File: config.mk
export PLATFORM = sky130hd
export DESIGN_NAME = c3ps_out_fifo
export DESIGN_NICKNAME = d
export VERILOG_FILES = /design/src/rtl/c3ps_pkg.sv /design/src/rtl/c3ps_out_fifo.sv
export SDC_FILE = /design/constraint.sdc
export NUM_CORES = 1
export LEC_CHECK = 0
export BUFFER_PORTS_ARGS = -buffer_cell sky130_fd_sc_hd__buf_2
export CORE_MARGIN = 4
export CORE_UTILIZATION = 35
export DETAILED_ROUTE_END_ITERATION = 8
export GPL_TIMING_DRIVEN = 0
export SETUP_SLACK_MARGIN = 0.1
export SYNTH_ARGS = -nofsm -noshare
export SYNTH_HDL_FRONTEND = slang
export SYNTH_SLANG_ARGS = --single-unit
export TNS_END_PERCENT = 20
File: constraint.sdc
create_clock -name clk_i -period 5 [get_ports clk_i]
set_input_delay 1 -clock clk_i [delete_from_list [all_inputs] [get_ports clk_i]]
set_output_delay 1 -clock clk_i [all_outputs]
set_load 0.1 [all_outputs]
File: src/rtl/c3ps_pkg.sv
// ---------------------------------------------------------------------------
// c3ps_pkg: shared types and constants of the 3x3 pixel stream convolver
// Field widths, result record, register indexes and register reset values.
// ---------------------------------------------------------------------------
`default_nettype none

package c3ps_pkg;

  localparam int PIX_W      = 8;
  localparam int COEF_W     = 8;
  localparam int KROW_W     = 3 * COEF_W;
  localparam int SIZE_W     = 11;
  localparam int CFG_IDX_W  = 3;
  localparam int CFG_DATA_W = KROW_W;
  localparam int COORD_W    = 10;
  localparam int RESP_W     = 20;
  localparam int PROD_W     = PIX_W + 1 + COEF_W;
  localparam int RSUM_W     = PROD_W + 2;
  localparam int TOT_W      = RSUM_W + 2;

  localparam int WIDTH_RST  = 640;
  localparam int HEIGHT_RST = 480;
  // Sobel x kernel: left coefficient in the low byte
  localparam logic [KROW_W-1:0] KROW_TOP_RST = 24'h0100FF;
  localparam logic [KROW_W-1:0] KROW_MID_RST = 24'h0200FE;
  localparam logic [KROW_W-1:0] KROW_BOT_RST = 24'h0100FF;

  typedef enum logic [CFG_IDX_W-1:0] {
    CFG_WIDTH   = 3'd0,
    CFG_HEIGHT  = 3'd1,
    CFG_KROW_T  = 3'd2,
    CFG_KROW_M  = 3'd3,
    CFG_KROW_B  = 3'd4
  } cfg_idx_e;

  typedef logic [PIX_W-1:0]          pix_t;
  typedef logic signed [RESP_W-1:0]  resp_t;
  typedef logic [COORD_W-1:0]        coord_t;

  typedef struct packed {
    resp_t  response;
    coord_t center_row;
    coord_t center_col;
    logic   frame_end;
  } res_t;

endpackage

`default_nettype wire

File: src/rtl/c3ps_out_fifo.sv
// ---------------------------------------------------------------------------
// c3ps_out_fifo: result queue
// Holds finished results while the receiver stalls; head shown directly.
// ---------------------------------------------------------------------------
`default_nettype none

module c3ps_out_fifo
  import c3ps_pkg::*;
#(
  parameter int DEPTH = 8
) (
  input  wire logic clk_i,
  input  wire logic rst_ni,
  input  wire logic push_i,
  input  wire res_t data_i,
  input  wire logic pop_i,
  output logic      valid_o,
  output res_t      data_o
);

  localparam int PW = (DEPTH > 1) ? $clog2(DEPTH) : 1;
  localparam int CW = $clog2(DEPTH + 1);

  res_t          mem_q [DEPTH];
  logic [PW-1:0] wr_ptr_q, rd_ptr_q;
  logic [CW-1:0] count_q;

  always_ff @(posedge clk_i) begin
    if (push_i) begin
      mem_q[wr_ptr_q] <= data_i;
    end
  end

  always_ff @(posedge clk_i or negedge rst_ni) begin
    if (!rst_ni) begin
      wr_ptr_q <= '0;
      rd_ptr_q <= '0;
      count_q  <= '0;
    end else begin
      if (push_i) begin
        wr_ptr_q <= (wr_ptr_q == PW'(DEPTH - 1)) ? '0 : wr_ptr_q + PW'(1);
      end
      if (pop_i) begin
        rd_ptr_q <= (rd_ptr_q == PW'(DEPTH - 1)) ? '0 : rd_ptr_q + PW'(1);
      end
      if (push_i && !pop_i) begin
        count_q <= count_q + CW'(1);
      end else if (pop_i && !push_i) begin
        count_q <= count_q - CW'(1);
      end
    end
  end

  assign valid_o = (count_q != '0);
  assign data_o  = mem_q[rd_ptr_q];

`ifndef SYNTHESIS
  a_no_overflow: assert property (@(posedge clk_i) disable iff (!rst_ni)
    push_i |-> (count_q != CW'(DEPTH)) || pop_i)
    else $error("result queue overflow");

  a_no_underflow: assert property (@(posedge clk_i) disable iff (!rst_ni)
    pop_i |-> count_q != '0)
    else $error("result queue underflow");

  a_ptr_count: assert property (@(posedge clk_i) disable iff (!rst_ni)
    (wr_ptr_q == rd_ptr_q) |-> (count_q == '0) || (count_q == CW'(DEPTH)))
    else $error("result queue pointers disagree with count");
`endif

endmodule

`default_nettype wire

# ---- Word-level counts from Yosys, hierarchy flattened
# Memories as Yosys holds them, arrays and structs flattened.
# Index checks and enable logic that the tools add are counted.
dict set report op_classes {
  n_mux 6
  addsub 4
  n_reduce_logical 6
  n_eq_ne 2
}
# cell n
set ops {}
lappend ops {{2-to-1 mux 4 bit} 2}
lappend ops {{adder 3 x 1 -> 3 bit (second input constant)} 2}
lappend ops {{equality test 3 bit (second input constant)} 2}
lappend ops {{2-to-1 mux 3 bit} 2}
lappend ops {{adder 4 x 1 -> 4 bit (second input constant)} 1}
lappend ops {{nonzero test 4 bit} 1}
lappend ops {{subtractor 4 x 1 -> 4 bit (second input constant)} 1}
lappend ops {{logical AND 1 bit} 2}
lappend ops {{logical NOT 1 bit} 2}
lappend ops {{2-to-1 mux 1 bit} 2}
lappend ops {{nonzero test 2 bit} 1}
dict set report word_totals {
  output_inout_bits 42
  mem_count 1
  elab_cells 22
  register_bits 10
  input_bits 45
  ram_bits 328
}
# memory depth width rd rd_ports_with_merged_regs wr line
set memory_table {}
lappend memory_table {mem_q 8 41 1 0 1 c3ps_out_fifo.sv:24} ;# res_t mem_q [DEPTH];

# ---- Logic depth before layout (Yosys ltp)
# Gate-level depths: netlist of the first run.
dict set report depth {
  depth_word 4
  depth_mapped 7
  depth_no_buf 7
}

# ---- Worst setup path after synthesis of the first run
# Ideal clock, no wire load.
dict set report synth_timing {
  path_kind {input to register}
  start {in push_i}
  end {mem mem_q[0][0] (netlist name) (enable)}
  cell_stages 2
  arrival_time_ns 3.903
  n_path_buf 0
  setup_slack_ns 0.607
  cell_sequence {nand2b_1 > nor3_1}
}
dict set report synth_between {
  elab_chain_len 2
}
# element line
set synth_lines {}
lappend synth_lines {{start, declared} c3ps_out_fifo.sv:14} ;# input wire logic push_i,
lappend synth_lines {{2-to-1 mux 1 bit} c3ps_out_fifo.sv:29} ;# if (push_i) begin
lappend synth_lines {{2-to-1 mux 1 bit (implied by the code)} c3ps_out_fifo.sv:30} ;# mem_q[wr_ptr_q] <= data_i;
lappend synth_lines {{end, declared} c3ps_out_fifo.sv:24}
# No other way between the ends.

==> metrics.csv, run 1 <==
stage;metric;value;unit
sta;worst_slew_margin_rel;0.384;
clock_network;clk_pin_slew;0.06;ns
yosys;synth_seq_area_share;0.780;
yosys;yosysWarnings;0;
yosys;synth_top_family_by_area;multiplexers;
global_route;gr-usage-met2;0.234;
clock_network;cts_hold_buf;0;
sta;hold_viol;0;
yosys;yosys.cell_types.count;25;
setup_path;crit_path_start;rd_ptr_q[1];
setup_path;worstPathMaxFanout;10;
final_layout;final_layout_size_suffix_gt1_frac;0.421;
floorplan;die_x;200;µm
global_route;gr-usage-met1;0.177;
sta;rsz0062_at_grt;no;
yosys;synth.area.mux_share;0.183;
yosys;synth_cells;539;
global_route;grt_pass1_wl;41000;µm
yosys;synthXorXnorAreaFrac;0.00135;
setup_path;crit_type;reg2out;
placed_design;dp_slack;1.66;ns
sta;finClkSkew;0.00635;ns
clock_network;cts.sinks;338;
yosys;synth-adder-area-share;0.00831;
final_layout;finalInstanceArea;15300;µm²
floorplan;rows;70;
floorplan;ios;87;
sta;whs;0.361;ns
final_layout;syn2layout_area_growth;18.4;%
yosys;syn_area;12900;µm²
sta;fin_crit;3.83;ns
setup_path;startpoint_type;flip-flop;
drt;finalWirelength;27300;µm
floorplan;core-area;36500;µm²
placed_design;gp_congestion;0.702;
drt;drt_first_iter_violations;312;
global_route;grt_max_degree;24;
clock_network;clock-root-buffer;clkbuf_16;
setup_path;worstSetupEndpointType;output pin;
setup_path;rr_startpoint;wr_ptr_q[2];
sta;fin_ws;1.17;ns
final_layout;n_fill_cell;3098;
yosys;synth.area.top_cells;edfxtp_1 (76%), mux4_2 (14%), mux2_2 (4.0%), dfrtp_1 (1.9%), ha_1 (0.68%);
drt;drtPass1Iterations;5;
drt;drcViolationCount;0;
final_layout;final_cell_mix;edfxtp_1 (328), buf_2 (90), mux4_2 (82);
floorplan;die_y;200;µm
setup_path;arrival;2.83;ns
run_status;status;finished clean;
run;maxCapViolCount;0;
placed_design;portBuffers;86;
clock_network;numCtsBuffers;35;
clock_network;cts_tree;built;
yosys;synth_compound_area_frac;0.00396;
final_layout;nNetsFinal;733;
clock_network;clock_path_buffers;3;
final_layout;final_common_cell;edfxtp_1;
clock_network;postCtsSetupBuffers;0;
global_route;grt.met3_usage;0.0283;
setup_path;required;4.00;ns
yosys;postSynthRegisterBits;338;
setup_path;reg2reg_depth;5;
clock_network;cts_max_level;2;
global_route;grt_overflow_total;0;
setup_path;reg2reg_setup_slack;2.58;ns
sta;period_share;0.766;
setup_path;crit_path_end;data_o[29];
sta;setup_viol_count_final;0;
yosys;yosys.area.top_type;edfxtp_1;
sta;fmax;261;MHz
worst_hold_path;hold_class;in2async;
global_route;top_usage_layer;met2;
sta;worst_pin_slew;0.922;ns
global_route;grt_pass1_vias;6325;
global_route;antenna_found_initial;5;
yosys;syn_nets;592;
placed_design;placed_cell_area;14300;µm²
drt;via_count;5873;
yosys;yosys.area_share.simple;0.0101;
clock_network;clkLatencyLatePin;0.49;ns
floorplan;dieArea;40100;µm²
sta;finalSetupTns;0;ns
yosys;synth_top_area_frac;0.761;
placed_design;dp_hpwl;17400;µm
yosys;avgSynthCellArea;24.0;µm²
drt;drtAntennaViolNets;0;
drt;wl_per_cell;23.3;µm
drt;routed_via_density;5.02;
global_route;grt_usage;0.136;
setup_path;r2r_end;mem_q[0][14];
clock_network;cts_resized;0;
sta;slew_violations;0;
floorplan;start_util;0.354;
## layout make-up
type                    count  area [µm²]  share of cell area
flip-flops and latches    338       10100               0.659
repair buffers            104         718              0.0469
well taps                 468         586              0.0382
diodes                      2        5.00            0.000327
clock inverters            15        67.6             0.00441
clock buffers              43         948              0.0619
inverters                   4        15.0            0.000980
plain buffers              24         148             0.00964
multi-input cells         173        2740               0.179
## flip-flops by register name (all words and copies together) (netlist names)
signal    cells
count_q       4
mem_q       328
rd_ptr_q      3
wr_ptr_q      3
## layer usage
metal	share of wire	vias up	wire length, µm
met5	0.0017	-	47
met4	0.023	6	618
met3	0.041	50	1120
met2	0.51	146	13900
met1	0.42	3092	11600
li1	-	2579	-
## logic make-up (layout without fill, tap and decap cells)
logic type      count (synthesis)  after routing
fa+ha+maj                       8              8
mux                           129            129
flops                         338            338
other cells                     0              2
simple gates                   26             26
xor+xnor                        2              2
buf+inv                        28            190
compound gates                  8              8
## synth_stat cells
| cell type | count |
|---|---|
| mux2_2 | 46 |
| or4_1 | 2 |
| nor2_1 | 8 |
| inv_1 | 4 |
| o21ai_0 | 3 |
| nand3_1 | 2 |
| nand3b_1 | 3 |
| buf_1 | 1 |
| ha_1 | 7 |
| fa_1 | 1 |
| mux2i_1 | 1 |
| or3_1 | 1 |
| nand2_1 | 5 |
| o211ai_1 | 2 |
| dfrtp_1 | 10 |
| a21oi_1 | 2 |
| mux4_2 | 82 |
| nand2b_1 | 2 |
| buf_6 | 7 |
| buf_2 | 4 |
| clkbuf_1 | 12 |
| xnor2_1 | 2 |
| edfxtp_1 | 328 |
| nor3_1 | 3 |
| a2111o_1 | 1 |
## worst min path at each step
stage / slack [ns] / endpoint / cells past startpoint / startpoint
after global placement: 0.49 / count_q[2] / 2 / count_q[2]
final: 0.36 / count_q[1] / 1 / rst_ni
after floorplan: 0.47 / count_q[2] / 2 / count_q[2]
after CTS: 0.35 / wr_ptr_q[0] / 1 / rst_ni
after detailed placement: 0.56 / count_q[2] / 2 / count_q[2]
after global routing: 0.36 / wr_ptr_q[0] / 1 / rst_ni
## worst max-delay path, stage by stage, from the launching register on
cell and delay [ns]:
dfrtp_1 0.37, buf_2 0.26, clkbuf_1 0.68, mux4_2 0.41, mux2_2 0.31, buf_2 0.30
## stage by stage
step            util  std cells
6_report       0.420       1171
5_1_grt        0.419       1170
4_1_cts        0.419       1169
3_5_place_dp   0.392       1111
3_3_place_gp   0.382       1093
2_1_floorplan      -        539
Power of run 1 is left out: the tool's default activity adds up to more than one toggle a clock period on the data nets, which glitch-free logic cannot reach.
==> run 2: changes to the inputs <==
clock period = 3.8 ns   (was 5 ns; I/O delays follow)
==> metrics.csv, run 2 (synthesized netlist as in run 1, its figures left out) <==
stage;metric;value;unit;change
run_status;status;finished clean;;
clock_network;cts_resized;0;;unchanged
sta;finalSetupTns;0;ns;unchanged
final_layout;nNetsFinal;730;;-0.41%
final_layout;top_regs;mem_q x328, count_q x4;;
final_layout;syn2layout_area_growth;20.0;%;
setup_path;rr_startpoint;wr_ptr_q[2];;
clock_network;clock-root-buffer;clkbuf_16;;
setup_path;crit_type;reg2out;;
drt;finalWirelength;27600;µm;+1.2%
placed_design;dp_hpwl;17500;µm;+0.58%
floorplan;start_util;0.354;;unchanged
sta;slew_violations;0;;unchanged
setup_path;crit_path_start;rd_ptr_q[1];;
setup_path;worstPathCellList;buf_2 -> clkbuf_1 -> mux4_2 -> mux2_2 -> buf_2;;
drt;drcViolationCount;0;;unchanged
sta;fmax;285;MHz;
setup_path;required;3.04;ns;-0.96 ns
drt;drtAntennaViolNets;0;;unchanged
clock_network;cts_max_level;2;;unchanged
global_route;grt_max_degree;25;;+4.2%
floorplan;rows;70;;unchanged
clock_network;clock_path_buffers;3;;unchanged
clock_network;cts_tree;built;;
sta;rsz0062_at_grt;no;;
final_layout;final_layout_size_suffix_gt1_frac;0.426;;+0.00510
floorplan;die_x;200;µm;unchanged
drt;drt_first_iter_violations;381;;+22%
floorplan;ios;87;;unchanged
clock_network;clk_pin_slew;0.06;ns;about the same
sta;hold_viol;0;;unchanged
worst_hold_path;hold_class;in2async;;
floorplan;die_y;200;µm;unchanged
global_route;grt_overflow_total;0;;unchanged
setup_path;arrival;2.74;ns;-0.09 ns
setup_path;crit_path_frequent_cell;buf_2;;
global_route;grt_usage;0.138;;+0.00192
drt;wl_per_cell;23.5;µm;+1.0%
clock_network;numCtsBuffers;35;;unchanged
setup_path;cp_slowest_stage_delay;0.60;ns;-0.08 ns
final_layout;largest_reg_flops;328;;unchanged
final_layout;final_common_cell;edfxtp_1;;
sta;worst_pin_slew;0.992;ns;+0.0702 ns
run;maxCapViolCount;0;;unchanged
final_layout;regMostFlops;mem_q;;
clock_network;cts_hold_buf;0;;unchanged
drt;via_count;5891;;+0.31%
global_route;antenna_found_initial;6;;+1
global_route;grt_pass1_wl;41600;µm;+1.4%
global_route;grt_pass1_vias;6420;;+1.5%
clock_network;cts.sinks;338;;unchanged
clock_network;postCtsSetupBuffers;0;;unchanged
setup_path;crit_family;buffers and inverters;;
placed_design;portBuffers;86;;unchanged
setup_path;worstSetupEndpointType;output pin;;
setup_path;cp_num_buf_inv;3;;unchanged
setup_path;crit_path_top_delay_cell;clkbuf_1;;
floorplan;dieArea;40100;µm²;unchanged
clock_network;clkLatencyLatePin;0.51;ns;+0.02 ns
placed_design;gp_congestion;0.693;;-1.3%
sta;fin_crit;3.50;ns;
floorplan;core-area;36500;µm²;unchanged
sta;finClkSkew;0.0176;ns;+0.0113 ns
sta;worst_slew_margin_rel;0.337;;-0.0469
final_layout;utilization;0.425;;+0.00569
setup_path;startpoint_type;flip-flop;;
sta;setup_viol_count_final;0;;unchanged
final_layout;final_cell_mix;edfxtp_1 (328), buf_2 (90), mux4_2 (82);;
sta;period_share;0.922;;
final_layout;n_fill_cell;3081;;-0.55%
drt;routed_via_density;5.02;;+0.14%
drt;drtPass1Iterations;6;;+1
sta;fin_ws;0.295;ns;-0.876 ns
setup_path;worstPathMaxFanout;10;;unchanged
placed_design;dp_slack;0.720;ns;-0.941 ns
## run 2: cell count changes in the layout (fill, tap and decap cells not counted), sizes merged
cell | before | now
clkinvlp | 1 | 3
clkinv | 14 | 9
diode | 2 | 3
buf | 116 | 113
bufinv | 0 | 7
## run 2: area by class of cell
type                       instances  area [µm²]  area share
sequential                       338       10100       0.650
clock buffer                      43         948      0.0611
buffer                            24         148     0.00951
inverter                           4        15.0    0.000967
clock inverter                    19         275      0.0177
antenna                            3        7.51    0.000483
multi-input combinational        173        2740       0.177
timing repair buffer             101         709      0.0457
tap                              468         586      0.0377
## run 2: worst paths after layout
check | slack, ns | cells past startpoint | end
worst min register to register | 0.56 | 1 | wr_ptr_q[2]
worst max register to register | 1.57 | 5 | mem_q[0][16]
worst max-delay path | 0.30 | 5 | data_o[30]
worst min-delay path | 0.11 | 1 | count_q[1]
min in group clk_i | 0.52 | 1 | mem_q[5][22]
max in group asynchronous | 3.48 | 1 | wr_ptr_q[2]
## run 2: per-stage QoR
stage               cells  instance area [µm²]  hold slack (ns)
floorplan             539                12900            0.464
global placement     1093                14000            0.485
detailed placement   1108                14300            0.547
CTS                  1170                15500           0.0916
global route         1171                15500            0.103
finish               1173                15500            0.106
## run 2: routing by layer
layer,track usage,wire length (µm),part of all wire,up-vias
met3,0.0287,1450,0.053,51
met1,0.177,11200,0.40,3105
met5,0,55,0.0020,-
met4,0.0356,625,0.023,8
li1,-,-,-,2583
met2,0.240,14300,0.52,144
Power of run 2 is left out for the same reason.
